## config.mk

```make
export PLATFORM = sky130hd
export DESIGN_NAME = ethernet_ipv4_header_classifier_flat
export DESIGN_NICKNAME = d
export VERILOG_FILES = /design/src/sv/eihc_pkg.sv /design/src/sv/eihc_ifs.sv /design/src/sv/eihc_parser.sv /design/src/sv/eihc_queue.sv /design/src/sv/eihc_classify.sv /design/src/sv/ethernet_ipv4_header_classifier.sv /design/src/flat_wrapper.sv
export SDC_FILE = /design/constraint.sdc
export NUM_CORES = 2
export LEC_CHECK = 0
export BUFFER_PORTS_ARGS = -buffer_cell sky130_fd_sc_hd__buf_2
export CORE_ASPECT_RATIO = 1.4
export CORE_MARGIN = 1.5
export CORE_UTILIZATION = 55
export CTS_BUF_LIST = sky130_fd_sc_hd__clkbuf_4
export CTS_CLUSTER_DIAMETER = 50
export DETAILED_ROUTE_END_ITERATION = 7
export GPL_TIMING_DRIVEN = 0
export PLACE_DENSITY = 0.73
export SLEW_MARGIN = 10
export SYNTH_ARGS = -nofsm -noshare
export SYNTH_HDL_FRONTEND = slang
export SYNTH_SLANG_ARGS = --single-unit
```

## constraint.sdc

```tcl
create_clock -name i_clk -period 39.2 [get_ports i_clk]
set_input_delay 7.84 -clock i_clk [delete_from_list [all_inputs] [get_ports i_clk]]
set_output_delay 7.84 -clock i_clk [all_outputs]
set_load 0.01 [all_outputs]
```

## src/sv/eihc_pkg.sv

```systemverilog
// Shared types and constants for the Ethernet/IPv4 header classifier.
// No dependencies; every other file of the block imports this package.
package eihc_pkg;

    // Frame byte counter width; the counter saturates at all ones.
    localparam int LENGTH_BITS = 16;
    localparam int CAP_BITS    = LENGTH_BITS + 1;

    // Frame record queue between parser and classifier.
    localparam int QUEUE_DEPTH = 2;
    localparam int QPTR_W      = (QUEUE_DEPTH > 1) ? $clog2(QUEUE_DEPTH) : 1;

    localparam logic [7:0]  ETH_HDR_BYTES = 8'd14;
    localparam logic [5:0]  MIN_HDR_BYTES = 6'd20;
    localparam logic [15:0] TYPE_ARP      = 16'h0806;
    localparam logic [15:0] TYPE_IPV4     = 16'h0800;
    localparam logic [7:0]  PROTO_TCP     = 8'd6;
    localparam logic [7:0]  PROTO_UDP     = 8'd17;
    localparam logic [15:0] SECURE_PORT_RESET = 16'd443;
    localparam logic [7:0]  ASCII_H       = 8'h48;
    localparam logic [7:0]  ASCII_G       = 8'h47;
    localparam logic [31:0] WORD_HTTP     = 32'h48545450;
    localparam logic [31:0] WORD_GET      = 32'h47455420;

    typedef enum logic [2:0] {
        CLASS_UNKNOWN = 3'd0,
        CLASS_TCP     = 3'd1,
        CLASS_UDP     = 3'd2,
        CLASS_HTTP    = 3'd3,
        CLASS_HTTPS   = 3'd4,
        CLASS_ARP     = 3'd5
    } t_frame_class;

    typedef enum logic [1:0] {
        LINK_OTHER = 2'd0,
        LINK_ARP   = 2'd1,
        LINK_IPV4  = 2'd2
    } t_link_kind;

    // Everything the parser captured for one frame, including its last byte.
    typedef struct packed {
        logic [47:0]         mac_src;
        logic [47:0]         mac_dst;
        logic [15:0]         ethertype;
        logic [5:0]          ip_hdr_bytes;
        logic [7:0]          ip_proto;
        logic [63:0]         ip_addrs;     // source high, destination low
        logic [63:0]         transport;    // sport 63:48, dport 47:32, seq 31:0
        logic [5:0]          tcp_hdr_bytes;
        logic [7:0]          tcp_flags;
        logic [31:0]         payload_head;
        logic [2:0]          head_count;
        logic [CAP_BITS-1:0] cap_len;
    } t_frame_rec;

endpackage

```

## src/sv/eihc_ifs.sv

```systemverilog
// Handshake channels of the header classifier: frame bytes in, results out.
// Depends on eihc_pkg for the result field types.
interface eihc_byte_if;
    logic       valid;
    logic       ready;
    logic [7:0] data_byte;
    logic       last_byte;

    modport source (output valid, output data_byte, output last_byte, input ready);
    modport sink   (input valid, input data_byte, input last_byte, output ready);
endinterface

interface eihc_result_if;
    import eihc_pkg::*;

    logic         valid;
    logic         ready;
    t_frame_class frame_class;
    t_link_kind   link_kind;
    logic [47:0]  src_mac;
    logic [47:0]  dst_mac;
    logic [31:0]  src_ip;
    logic [31:0]  dst_ip;
    logic [15:0]  src_port;
    logic [15:0]  dst_port;
    logic [7:0]   tcp_flag_bits;
    logic [31:0]  seq_num;
    logic [15:0]  pay_len;
    logic         header_error;

    modport source (
        output valid, output frame_class, output link_kind, output src_mac,
        output dst_mac, output src_ip, output dst_ip,
        output src_port, output dst_port, output tcp_flag_bits,
        output seq_num, output pay_len, output header_error,
        input ready
    );
    modport sink (
        input valid, input frame_class, input link_kind, input src_mac,
        input dst_mac, input src_ip, input dst_ip,
        input src_port, input dst_port, input tcp_flag_bits,
        input seq_num, input pay_len, input header_error,
        output ready
    );
endinterface

```

## src/sv/eihc_parser.sv

```systemverilog
// Front end: takes one frame byte per beat and captures header fields by offset.
// Depends on eihc_pkg and eihc_byte_if; hands a frame record to the queue.
module eihc_parser (
    input  logic                 i_clk,
    input  logic                 i_rst_n,
    eihc_byte_if.sink            i_byte,
    input  logic                 i_full,
    output logic                 o_push,
    output eihc_pkg::t_frame_rec o_rec
);
    import eihc_pkg::*;

    logic [LENGTH_BITS-1:0] r_pos, n_pos;
    logic [47:0] r_mac_src, n_mac_src;
    logic [47:0] r_mac_dst, n_mac_dst;
    logic [15:0] r_ethertype, n_ethertype;
    logic [5:0]  r_ihb, n_ihb;
    logic [7:0]  r_proto, n_proto;
    logic [63:0] r_ip, n_ip;
    logic [63:0] r_tp, n_tp;
    logic [5:0]  r_thb, n_thb;
    logic [7:0]  r_flags, n_flags;
    logic [31:0] r_head, n_head;
    logic [2:0]  r_cnt, n_cnt;

    logic                   accept;
    logic [7:0]             b;
    logic [LENGTH_BITS-1:0] ip_end;
    logic [LENGTH_BITS-1:0] tp_off;
    logic                   in_transport;

    assign i_byte.ready = !i_full;
    assign accept       = i_byte.valid && !i_full;
    assign b            = i_byte.data_byte;

    assign ip_end       = LENGTH_BITS'(ETH_HDR_BYTES) + LENGTH_BITS'(r_ihb);
    assign tp_off       = r_pos - ip_end;
    assign in_transport = (r_ihb >= MIN_HDR_BYTES) && (r_pos >= ip_end);

    always_comb begin
        n_pos       = (r_pos == '1) ? r_pos : r_pos + 1'b1;
        n_mac_src   = r_mac_src;
        n_mac_dst   = r_mac_dst;
        n_ethertype = r_ethertype;
        n_ihb       = r_ihb;
        n_proto     = r_proto;
        n_ip        = r_ip;
        n_tp        = r_tp;
        n_thb       = r_thb;
        n_flags     = r_flags;
        n_head      = r_head;
        n_cnt       = r_cnt;

        for (int k = 0; k < 6; k++) begin
            if (r_pos == LENGTH_BITS'(k)) n_mac_dst[8*(5-k) +: 8] = b;
            if (r_pos == LENGTH_BITS'(6 + k)) n_mac_src[8*(5-k) +: 8] = b;
        end
        for (int k = 0; k < 2; k++) begin
            if (r_pos == LENGTH_BITS'(12 + k)) n_ethertype[8*(1-k) +: 8] = b;
        end

        if (r_ethertype == TYPE_IPV4) begin
            if (r_pos == LENGTH_BITS'(ETH_HDR_BYTES)) n_ihb = {b[3:0], 2'b00};
            if (r_pos == LENGTH_BITS'(ETH_HDR_BYTES) + LENGTH_BITS'(9)) n_proto = b;
            for (int k = 0; k < 8; k++) begin
                if (r_pos == LENGTH_BITS'(ETH_HDR_BYTES) + LENGTH_BITS'(12 + k))
                    n_ip[8*(7-k) +: 8] = b;
            end

            if (in_transport) begin
                if (r_proto == PROTO_TCP) begin
                    for (int k = 0; k < 8; k++) begin
                        if (tp_off == LENGTH_BITS'(k)) n_tp[8*(7-k) +: 8] = b;
                    end
                    if (tp_off == LENGTH_BITS'(12)) n_thb = {b[7:4], 2'b00};
                    if (tp_off == LENGTH_BITS'(13)) n_flags = b;
                    // Keep the first four payload bytes for the HTTP match.
                    if (r_thb >= MIN_HDR_BYTES && tp_off >= LENGTH_BITS'(r_thb)
                        && r_cnt < 3'd4) begin
                        case (r_cnt[1:0])
                            2'd0:    n_head[31:24] = b;
                            2'd1:    n_head[23:16] = b;
                            2'd2:    n_head[15:8]  = b;
                            default: n_head[7:0]   = b;
                        endcase
                        n_cnt = r_cnt + 3'd1;
                    end
                end else if (r_proto == PROTO_UDP) begin
                    for (int k = 0; k < 4; k++) begin
                        if (tp_off == LENGTH_BITS'(k)) n_tp[8*(7-k) +: 8] = b;
                    end
                end
            end
        end
    end

    always_comb begin
        o_push              = accept && i_byte.last_byte;
        o_rec.mac_src       = n_mac_src;
        o_rec.mac_dst       = n_mac_dst;
        o_rec.ethertype     = n_ethertype;
        o_rec.ip_hdr_bytes  = n_ihb;
        o_rec.ip_proto      = n_proto;
        o_rec.ip_addrs      = n_ip;
        o_rec.transport     = n_tp;
        o_rec.tcp_hdr_bytes = n_thb;
        o_rec.tcp_flags     = n_flags;
        o_rec.payload_head  = n_head;
        o_rec.head_count    = n_cnt;
        o_rec.cap_len       = CAP_BITS'(r_pos) + CAP_BITS'(1);
    end

    // Clear all per-frame state on reset and after the last byte.
    always_ff @(posedge i_clk) begin
        if (!i_rst_n || (accept && i_byte.last_byte)) begin
            r_pos       <= '0;
            r_mac_src   <= '0;
            r_mac_dst   <= '0;
            r_ethertype <= '0;
            r_ihb       <= '0;
            r_proto     <= '0;
            r_ip        <= '0;
            r_tp        <= '0;
            r_thb       <= '0;
            r_flags     <= '0;
            r_head      <= '0;
            r_cnt       <= '0;
        end else if (accept) begin
            r_pos       <= n_pos;
            r_mac_src   <= n_mac_src;
            r_mac_dst   <= n_mac_dst;
            r_ethertype <= n_ethertype;
            r_ihb       <= n_ihb;
            r_proto     <= n_proto;
            r_ip        <= n_ip;
            r_tp        <= n_tp;
            r_thb       <= n_thb;
            r_flags     <= n_flags;
            r_head      <= n_head;
            r_cnt       <= n_cnt;
        end
    end

endmodule

```

## src/sv/eihc_queue.sv

```systemverilog
// Short queue of captured frame records between parser and classifier.
// Depends on eihc_pkg for the record type and the depth.
module eihc_queue (
    input  logic                 i_clk,
    input  logic                 i_rst_n,
    input  logic                 i_push,
    input  eihc_pkg::t_frame_rec i_wr_data,
    output logic                 o_full,
    input  logic                 i_pop,
    output logic                 o_valid,
    output eihc_pkg::t_frame_rec o_rd_data
);
    import eihc_pkg::*;

    t_frame_rec        r_mem [QUEUE_DEPTH];
    logic [QPTR_W-1:0] r_wr_ptr, r_rd_ptr;
    logic [QPTR_W:0]   r_count;
    logic              do_push, do_pop;

    assign o_full    = (r_count == (QPTR_W + 1)'(QUEUE_DEPTH));
    assign o_valid   = (r_count != '0);
    assign o_rd_data = r_mem[r_rd_ptr];
    assign do_push   = i_push && !o_full;
    assign do_pop    = i_pop && o_valid;

    function automatic logic [QPTR_W-1:0] ptr_next(input logic [QPTR_W-1:0] p);
        ptr_next = (p == QPTR_W'(QUEUE_DEPTH - 1)) ? '0 : p + 1'b1;
    endfunction

    always_ff @(posedge i_clk) begin
        if (do_push) r_mem[r_wr_ptr] <= i_wr_data;
    end

    always_ff @(posedge i_clk) begin
        if (!i_rst_n) begin
            r_wr_ptr <= '0;
            r_rd_ptr <= '0;
            r_count  <= '0;
        end else begin
            if (do_push) r_wr_ptr <= ptr_next(r_wr_ptr);
            if (do_pop)  r_rd_ptr <= ptr_next(r_rd_ptr);
            if (do_push && !do_pop)      r_count <= r_count + 1'b1;
            else if (do_pop && !do_push) r_count <= r_count - 1'b1;
        end
    end

endmodule

```

## src/sv/eihc_classify.sv

```systemverilog
// Back end: turns a captured frame record into one classification result.
// Depends on eihc_pkg and eihc_result_if; holds the HTTPS port register.
module eihc_classify (
    input  logic                 i_clk,
    input  logic                 i_rst_n,
    input  logic                 i_cfg_we,
    input  logic [15:0]          i_cfg_wdata,
    input  logic                 i_rec_valid,
    input  eihc_pkg::t_frame_rec i_rec,
    output logic                 o_pop,
    eihc_result_if.source        o_result
);
    import eihc_pkg::*;

    logic [15:0]  r_secure_port;
    logic         r_valid;

    t_frame_class r_class, n_class;
    t_link_kind   r_link, n_link;
    logic [47:0]  r_mac_src, r_mac_dst;
    logic [63:0]  r_ips, n_ips;
    logic [15:0]  r_sport, n_sport;
    logic [15:0]  r_dport, n_dport;
    logic [7:0]   r_flags, n_flags;
    logic [31:0]  r_seq, n_seq;
    logic [15:0]  r_plen, n_plen;
    logic         r_err, n_err;

    logic [7:0]          hdrs;
    logic [CAP_BITS-1:0] plen_wide;
    logic [7:0]          first_byte;
    logic                is_http;

    // Advance whenever the output register is free or being drained.
    assign o_pop = i_rec_valid && (!r_valid || o_result.ready);

    assign hdrs       = ETH_HDR_BYTES + 8'(i_rec.ip_hdr_bytes) + 8'(i_rec.tcp_hdr_bytes);
    assign plen_wide  = (i_rec.cap_len > CAP_BITS'(hdrs)) ?
                        i_rec.cap_len - CAP_BITS'(hdrs) : '0;
    assign first_byte = (i_rec.head_count != 3'd0) ? i_rec.payload_head[31:24] : 8'd0;
    assign is_http    = (i_rec.head_count >= 3'd4) &&
                        (i_rec.payload_head == WORD_HTTP || i_rec.payload_head == WORD_GET);

    always_comb begin
        n_class = CLASS_UNKNOWN;
        n_link  = LINK_OTHER;
        n_ips   = '0;
        n_sport = '0;
        n_dport = '0;
        n_flags = '0;
        n_seq   = '0;
        n_plen  = '0;
        n_err   = 1'b0;

        if (i_rec.ethertype == TYPE_ARP) begin
            n_link  = LINK_ARP;
            n_class = CLASS_ARP;
        end else if (i_rec.ethertype == TYPE_IPV4) begin
            n_link = LINK_IPV4;
            n_ips  = i_rec.ip_addrs;
            if (i_rec.ip_hdr_bytes < MIN_HDR_BYTES) begin
                n_err = 1'b1;
            end else if (i_rec.ip_proto == PROTO_UDP) begin
                n_class = CLASS_UDP;
                n_sport = i_rec.transport[63:48];
                n_dport = i_rec.transport[47:32];
            end else if (i_rec.ip_proto == PROTO_TCP) begin
                n_sport = i_rec.transport[63:48];
                n_dport = i_rec.transport[47:32];
                n_seq   = i_rec.transport[31:0];
                n_flags = i_rec.tcp_flags;
                if (i_rec.tcp_hdr_bytes < MIN_HDR_BYTES) begin
                    n_err = 1'b1;
                end else begin
                    n_plen  = 16'(plen_wide);
                    n_class = CLASS_TCP;
                    if (is_http) begin
                        n_class = CLASS_HTTP;
                    end else if (first_byte != ASCII_H && first_byte != ASCII_G &&
                                 (n_sport == r_secure_port || n_dport == r_secure_port)) begin
                        n_class = CLASS_HTTPS;
                    end
                end
            end
        end
    end

    always_ff @(posedge i_clk) begin
        if (!i_rst_n) begin
            r_secure_port <= SECURE_PORT_RESET;
        end else if (i_cfg_we) begin
            r_secure_port <= i_cfg_wdata;
        end
    end

    always_ff @(posedge i_clk) begin
        if (!i_rst_n) begin
            r_valid <= 1'b0;
        end else if (o_pop) begin
            r_valid <= 1'b1;
        end else if (o_result.ready) begin
            r_valid <= 1'b0;
        end
    end

    always_ff @(posedge i_clk) begin
        if (o_pop) begin
            r_class   <= n_class;
            r_link    <= n_link;
            r_mac_src <= i_rec.mac_src;
            r_mac_dst <= i_rec.mac_dst;
            r_ips     <= n_ips;
            r_sport   <= n_sport;
            r_dport   <= n_dport;
            r_flags   <= n_flags;
            r_seq     <= n_seq;
            r_plen    <= n_plen;
            r_err     <= n_err;
        end
    end

    assign o_result.valid         = r_valid;
    assign o_result.frame_class   = r_class;
    assign o_result.link_kind     = r_link;
    assign o_result.src_mac       = r_mac_src;
    assign o_result.dst_mac       = r_mac_dst;
    assign o_result.src_ip        = r_ips[63:32];
    assign o_result.dst_ip        = r_ips[31:0];
    assign o_result.src_port      = r_sport;
    assign o_result.dst_port      = r_dport;
    assign o_result.tcp_flag_bits = r_flags;
    assign o_result.seq_num       = r_seq;
    assign o_result.pay_len       = r_plen;
    assign o_result.header_error  = r_err;

endmodule

```

## src/sv/ethernet_ipv4_header_classifier.sv

```systemverilog
// Top level of the Ethernet/IPv4 header classifier: parser, queue, classifier.
// Depends on eihc_pkg, eihc_ifs, eihc_parser, eihc_queue and eihc_classify.
//
//   channel    dir   handshake          carries
//   i_byte     in    valid/ready        data_byte, last_byte
//   o_result   out   valid/ready        one classification per frame
//   i_cfg_*    in    write enable only  secure_web_port (16 bits)
//
// One frame byte is taken every cycle unless the record queue is full; each
// byte only updates the capture registers at its offset. A last byte writes
// the record into the queue; the classifier's output register then drives o_result.
// Reset clears all frame state, empties the queue and sets the HTTPS port to 443.
// i_byte.ready drops only while the two-entry record queue is full.
module ethernet_ipv4_header_classifier (
    input  logic          i_clk,
    input  logic          i_rst_n,
    eihc_byte_if.sink     i_byte,
    eihc_result_if.source o_result,
    input  logic          i_cfg_we,
    input  logic [15:0]   i_cfg_wdata
);
    import eihc_pkg::*;

    t_frame_rec push_rec, pop_rec;
    logic       push, full, pop, rec_valid;

    eihc_parser u_parser (
        .i_clk   (i_clk),
        .i_rst_n (i_rst_n),
        .i_byte  (i_byte),
        .i_full  (full),
        .o_push  (push),
        .o_rec   (push_rec)
    );

    eihc_queue u_queue (
        .i_clk     (i_clk),
        .i_rst_n   (i_rst_n),
        .i_push    (push),
        .i_wr_data (push_rec),
        .o_full    (full),
        .i_pop     (pop),
        .o_valid   (rec_valid),
        .o_rd_data (pop_rec)
    );

    eihc_classify u_classify (
        .i_clk       (i_clk),
        .i_rst_n     (i_rst_n),
        .i_cfg_we    (i_cfg_we),
        .i_cfg_wdata (i_cfg_wdata),
        .i_rec_valid (rec_valid),
        .i_rec       (pop_rec),
        .o_pop       (pop),
        .o_result    (o_result)
    );

endmodule
```

## src/flat_wrapper.sv

```systemverilog
// flat-port wrapper written by rule: the top's interface ports become plain ports
module ethernet_ipv4_header_classifier_flat import eihc_pkg::*;
  (i_clk, i_rst_n, i_cfg_we, i_cfg_wdata, i_byte_valid, i_byte_data_byte, i_byte_last_byte, i_byte_ready, o_result_valid, o_result_frame_class, o_result_link_kind, o_result_src_mac, o_result_dst_mac, o_result_src_ip, o_result_dst_ip, o_result_src_port, o_result_dst_port, o_result_tcp_flag_bits, o_result_seq_num, o_result_pay_len, o_result_header_error, o_result_ready);
  eihc_byte_if i_byte_i ();
  eihc_result_if o_result_i ();
  input  logic i_clk;
  input  logic i_rst_n;
  input  logic i_cfg_we;
  input  logic [15:0] i_cfg_wdata;
  input wire logic [$bits(i_byte_i.valid)-1:0] i_byte_valid;
  input wire logic [$bits(i_byte_i.data_byte)-1:0] i_byte_data_byte;
  input wire logic [$bits(i_byte_i.last_byte)-1:0] i_byte_last_byte;
  output wire logic [$bits(i_byte_i.ready)-1:0] i_byte_ready;
  output wire logic [$bits(o_result_i.valid)-1:0] o_result_valid;
  output wire logic [$bits(o_result_i.frame_class)-1:0] o_result_frame_class;
  output wire logic [$bits(o_result_i.link_kind)-1:0] o_result_link_kind;
  output wire logic [$bits(o_result_i.src_mac)-1:0] o_result_src_mac;
  output wire logic [$bits(o_result_i.dst_mac)-1:0] o_result_dst_mac;
  output wire logic [$bits(o_result_i.src_ip)-1:0] o_result_src_ip;
  output wire logic [$bits(o_result_i.dst_ip)-1:0] o_result_dst_ip;
  output wire logic [$bits(o_result_i.src_port)-1:0] o_result_src_port;
  output wire logic [$bits(o_result_i.dst_port)-1:0] o_result_dst_port;
  output wire logic [$bits(o_result_i.tcp_flag_bits)-1:0] o_result_tcp_flag_bits;
  output wire logic [$bits(o_result_i.seq_num)-1:0] o_result_seq_num;
  output wire logic [$bits(o_result_i.pay_len)-1:0] o_result_pay_len;
  output wire logic [$bits(o_result_i.header_error)-1:0] o_result_header_error;
  input wire logic [$bits(o_result_i.ready)-1:0] o_result_ready;
  assign i_byte_i.valid = i_byte_valid;
  assign i_byte_i.data_byte = i_byte_data_byte;
  assign i_byte_i.last_byte = i_byte_last_byte;
  assign i_byte_ready = i_byte_i.ready;
  assign o_result_valid = o_result_i.valid;
  assign o_result_frame_class = o_result_i.frame_class;
  assign o_result_link_kind = o_result_i.link_kind;
  assign o_result_src_mac = o_result_i.src_mac;
  assign o_result_dst_mac = o_result_i.dst_mac;
  assign o_result_src_ip = o_result_i.src_ip;
  assign o_result_dst_ip = o_result_i.dst_ip;
  assign o_result_src_port = o_result_i.src_port;
  assign o_result_dst_port = o_result_i.dst_port;
  assign o_result_tcp_flag_bits = o_result_i.tcp_flag_bits;
  assign o_result_seq_num = o_result_i.seq_num;
  assign o_result_pay_len = o_result_i.pay_len;
  assign o_result_header_error = o_result_i.header_error;
  assign o_result_i.ready = o_result_ready;
  ethernet_ipv4_header_classifier u_core (.i_clk(i_clk), .i_rst_n(i_rst_n), .i_byte(i_byte_i), .o_result(o_result_i), .i_cfg_we(i_cfg_we), .i_cfg_wdata(i_cfg_wdata));
endmodule
```

==> impl_summary.md <==
Timing
Setup repair after global routing left no endpoint under its margin. For the pin with the worst max-slew slack, the measured transition is 1340 ps. The worst path in the final design needs a cycle of 10200 ps, including I/O delays and setup. The final hold violation count is 0. The final max-slew violation count is 0.

Headroom to the max-slew limit came out at 9.377%. Hold timing on the final database bottoms out at a slack of 451.6 ps. The share of the clock period used by the worst path is 26.03%. The fmax is 98.02 MHz. Setup violations remaining at the end of the flow were counted as 0. The final sum of negative setup slack is 0 ps. Clock skew on the completed layout was measured at 89.83 ps.

Pwr
The total power divided by cell area is 58.31 nW/µm². The combinational power share is 21.1%. The net switching share of the total power is 29.28%.

The proportion of power drawn by flip-flops and latches is 48.4%. Per report_power, the clock group accounts for 30.6% of the total. Across the VDD grid, the largest voltage drop is 0.05223 mV.

For this design the static power due to leakage is 22.51 nW. In this run the power spent charging and discharging nets is 977.9 µW. Cell internal power was estimated by the tool at 2.362 mW.

Global routing
The via count of the first global-routing pass is 31530. Global routing consumed, over all layers together, 27.18% of the routing resources. The total overflow left after global routing is 0. The pin count of the biggest net entering global routing is 55.

The initial antenna violation count came to 6. The wire length of the first global-routing pass is 186400 µm.

Routing
The routed length per instance is 22.99 µm. In the routed design, unresolved DRC markers number 0. The first detailed-routing pass ran for 6 iterations. The final routed wirelength across all metal layers is 126700 µm. Detailed routing inserted a total of 30980 vias. The antenna violation net count after detailed routing is 0. After detailed routing, the number of vias per cell comes to 5.622. The detailed router finished its first iteration with 2436 violations.

CTS
In this run, CTS created clock tree buffers numbering 299. The number of buffers inserted by post-CTS setup repair is 0. In this run the number of H-tree levels came out at 5. The CTS tree is built. After clock tree synthesis, the repair step resized 0 gates.

The clock root buffer is clkbuf_4. The number of sinks on the clock net is 1235. For this design, the CTS-stage hold fixing added 0 buffers. The clock latency at the later pin of the worst-skew pair is 1210 ps. The longest clock path from root to sink contains 4 buffers. After clock tree synthesis, the clock-pin slew on the worst setup and hold paths is 70 ps.

Setup path
The combined buffer and inverter count along the critical path is 8. The most numerous cell type found on the critical path is clkbuf_1. The stage delay of the slowest cell on the critical path is 980 ps. The category of the worst setup path launch point is a flip-flop. The signal on the critical path passes through clkbuf_1 -> buf_2 -> buf_2 -> clkbuf_1 -> clkbuf_1 -> buf_2 -> mux2_2 -> ha_1 -> ha_1 -> fa_1 -> a21oi_1 -> nor2_1 -> nor2_1 -> nor2b_1 -> o21ai_0 -> ha_1 -> clkbuf_1 -> nand4_1 -> or4_1 -> a211oi_1 -> clkbuf_1 -> nor3_1. STA puts the critical path data required time at 40070 ps. STA classifies the critical path endpoint as a flip-flop. The data arrival time at the worst-slack endpoint is 11070 ps. The critical path class is reg -> reg. The cell family contributing the most delay on the critical path is buffers and inverters. Of all nets on the critical path, the largest fanout is 10. For this design, the slowest cell found on the critical path is clkbuf_1.

Place
The number of instances in the placed design is 4990. The global placement routability congestion is 0.9184. During placement, the flow inserted port buffers numbering 280. Summed over all nets, the half-perimeter wirelength after detailed placement is 87420 µm.

Cells and area
The filler cell count is 6743. In the final layout, the share of cells above drive strength 1 is 29.26%. Leaving out filler cells and counting taps, the final layout contains 5510. Summing all multi-input logic gate instances after layout gives 15500 µm². The area growth from synthesis to layout is 14.37%. The number of nets in the layout is 4178. Summing all flip-flop and latch instances after layout gives 33670 µm².

Synthesis
In this run the cell area of the synthesized design comes to 50080 µm². When the netlist entered floorplanning its net count stood at 3570. Counting flops with a built-in enable in the synthesized netlist gives 894. The mean area per synthesized cell is 14.33 µm². Counting flops and latches in the post-synthesis netlist gives 1235.

edfxtp_1 takes more of the synthesized area than any other cell. In the synthesized netlist, the number of instances is 3495. The most frequently used flop master after synthesis is edfxtp_1. In the post-synthesis netlist, the biggest area contributors are edfxtp_1 54%, dfxtp_1 14%, mux2_2 9.2%.

Yosys printed 0 warnings. The top cell type's share of synthesized area is 53.61%. The async set or reset register ratio after synthesis is 0%. The register area share after synthesis is 67.24%. The number of different library cells in the post-synthesis netlist is 79.

Floorplanning
During I/O placement, the number of pins put on the boundary was 286. The core outline area is 89950 µm². The area of the die is 92890 µm². The floorplan has 130 rows. In this run the vertical extent of the chip is 360.0 µm. The starting density of the core is 55.67%. The floorplan step set the die width to 258.0 µm.

Status
The run finished with clean final reports.

Min path
The tightest min-delay check is of the reg -> reg type.

Job
Across the run, the number of max-cap violations was 0.
## power by group through the flow
stage | clock (mW) | combinational, mW | sequential (mW)
final | 1.02 | 0.704 | 1.62
after global routing | 1.11 | 0.753 | 1.63
after CTS | 1.04 | 0.705 | 1.62
after detailed placement | 0 | 0.703 | 1.64
after global placement | 0 | 0.659 | 1.76
after floorplan | 0 | 0.370 | 1.77
## sequential cells by signal (all words and copies together), names as in the netlist, 16 cells and up, named ones only
| name | flops |
|---|---|
| u_core.u_parser.r_head | 32 |
| u_core.u_parser.r_ip | 64 |
| u_core.u_classify.o_result.seq_num | 32 |
| u_core.u_parser.r_ethertype | 16 |
| u_core.u_classify.o_result.dst_mac | 48 |
| u_core.u_parser.r_pos | 16 |
| u_core.u_parser.r_mac_src | 48 |
| u_core.u_parser.r_tp | 64 |
| u_core.u_classify.r_secure_port | 16 |
| u_core.u_classify.r_ips | 64 |
| u_core.u_classify.o_result.pay_len | 16 |
| u_core.u_queue.r_mem | 640 |
| u_core.u_classify.o_result.src_mac | 48 |
| u_core.u_classify.o_result.src_port | 16 |
| u_core.u_classify.o_result.dst_port | 16 |
| u_core.u_parser.r_mac_dst | 48 |
## cell usage after synthesis, types with 24 or more instances
library cell / n
edfxtp_1: 894
mux2_2: 407
mux2i_1: 403
dfxtp_1: 341
nor2_1: 320
nand2_1: 314
clkbuf_1: 154
a21oi_1: 103
xnor2_1: 52
ha_1: 42
inv_1: 37
nand3_1: 32
nor3_1: 31
buf_2: 28
xor2_1: 26
nand4_1: 25
nor4_1: 24
## per-layer routing
metal | track usage, % | wire length [µm] | up-vias
met5 | 0 | 13 | -
met4 | 16.14 | 7168 | 2
met3 | 5.851 | 7850 | 336
met2 | 46.95 | 64290 | 1197
met1 | 30.83 | 47360 | 15190
li1 | - | - | 14250
## area by class of cell
cell class	instances	share of cell area, %
flip-flops and latches	1235	58.79
multi-input cells	2026	27.06
clock buffers	433	5.676
repair buffers	307	3.508
well taps	1188	2.595
plain buffers	197	1.385
clock inverters	85	0.7275
inverters	37	0.2425
diodes	2	0.008738
## metrics by stage
stage          total power, mW  setup WS (ps)  cell area (µm²)  utilization, %
2_1_floorplan            2.140          16540            50080               -
3_3_place_gp             2.422           8113            52960           58.88
3_5_place_dp             2.347          28190            53600           59.59
4_1_cts                  3.364          29260            57270           63.67
5_1_grt                  3.491          29000            57270           63.67
6_report                 3.340          29000            57270           63.67
## worst reg2reg max path: stages (launching register included)
cell	delay (ps)
dfxtp_1	780
clkbuf_1	740
buf_2	450
buf_2	480
clkbuf_1	790
clkbuf_1	990
buf_2	570
mux2_2	400
ha_1	200
ha_1	230
fa_1	460
a21oi_1	150
nor2_1	50
nor2_1	160
nor2b_1	70
o21ai_0	410
ha_1	220
clkbuf_1	380
nand4_1	150
or4_1	600
a211oi_1	870
clkbuf_1	500
nor3_1	230
## path summary, 6_finish.rpt
check | end | cells past startpoint | startpoint | slack [ps]
worst max-delay path | u_core.u_classify.o_result.pay_len[0]$_SDFFCE_PP0P_ | 22 | flip-flop | 29000
worst min-delay path | u_core.u_parser.r_mac_dst[23]$_SDFFE_PP0P_ | 2 | u_core.u_parser.r_mac_dst[23]$_SDFFE_PP0P_ | 450
worst min register to register | u_core.u_parser.r_mac_dst[23]$_SDFFE_PP0P_ | 2 | u_core.u_parser.r_mac_dst[23]$_SDFFE_PP0P_ | 450
worst max register to register | u_core.u_classify.o_result.pay_len[0]$_SDFFCE_PP0P_ | 22 | flip-flop | 29000
## cells in the final DEF (no fill, tap or decap), types with 9 or more instances in the layout
master and count:
mux2i_1 403, nand4_2 9, nor2b_1 16, nor2_1 318, xnor2_1 52, edfxtp_1 894
buf_16 9, buf_1 12, clkinv_1 61, nand3_1 32, xor2_1 26, nor4_1 24
a21oi_1 103, o21ai_0 21, buf_12 18, clkinv_2 15, dfxtp_1 341, clkbuf_1 154
or3_1 9, nand2_1 314, buf_2 308, mux2_2 407, ha_1 42, nand2b_1 9
nor4b_1 11, nor3_1 31, nand4_1 25, or4_1 9, clkbuf_4 433, and2_1 11
inv_1 37
## cells by family (layout without fill, tap and decap cells)
kind of cell / Yosys count / count (layout) / share of synthesized area [%]
simple gates: 891 / 891 / 8.640
flops: 1235 / 1235 / 67.24
compound gates: 202 / 202 / 2.516
fa+ha+maj: 45 / 45 / 1.169
other cells: 0 / 2 / 0
mux: 810 / 810 / 17.21
buf+inv: 234 / 1059 / 1.861
xor+xnor: 78 / 78 / 1.364
Note: power is estimated with default switching activity, not from simulation.
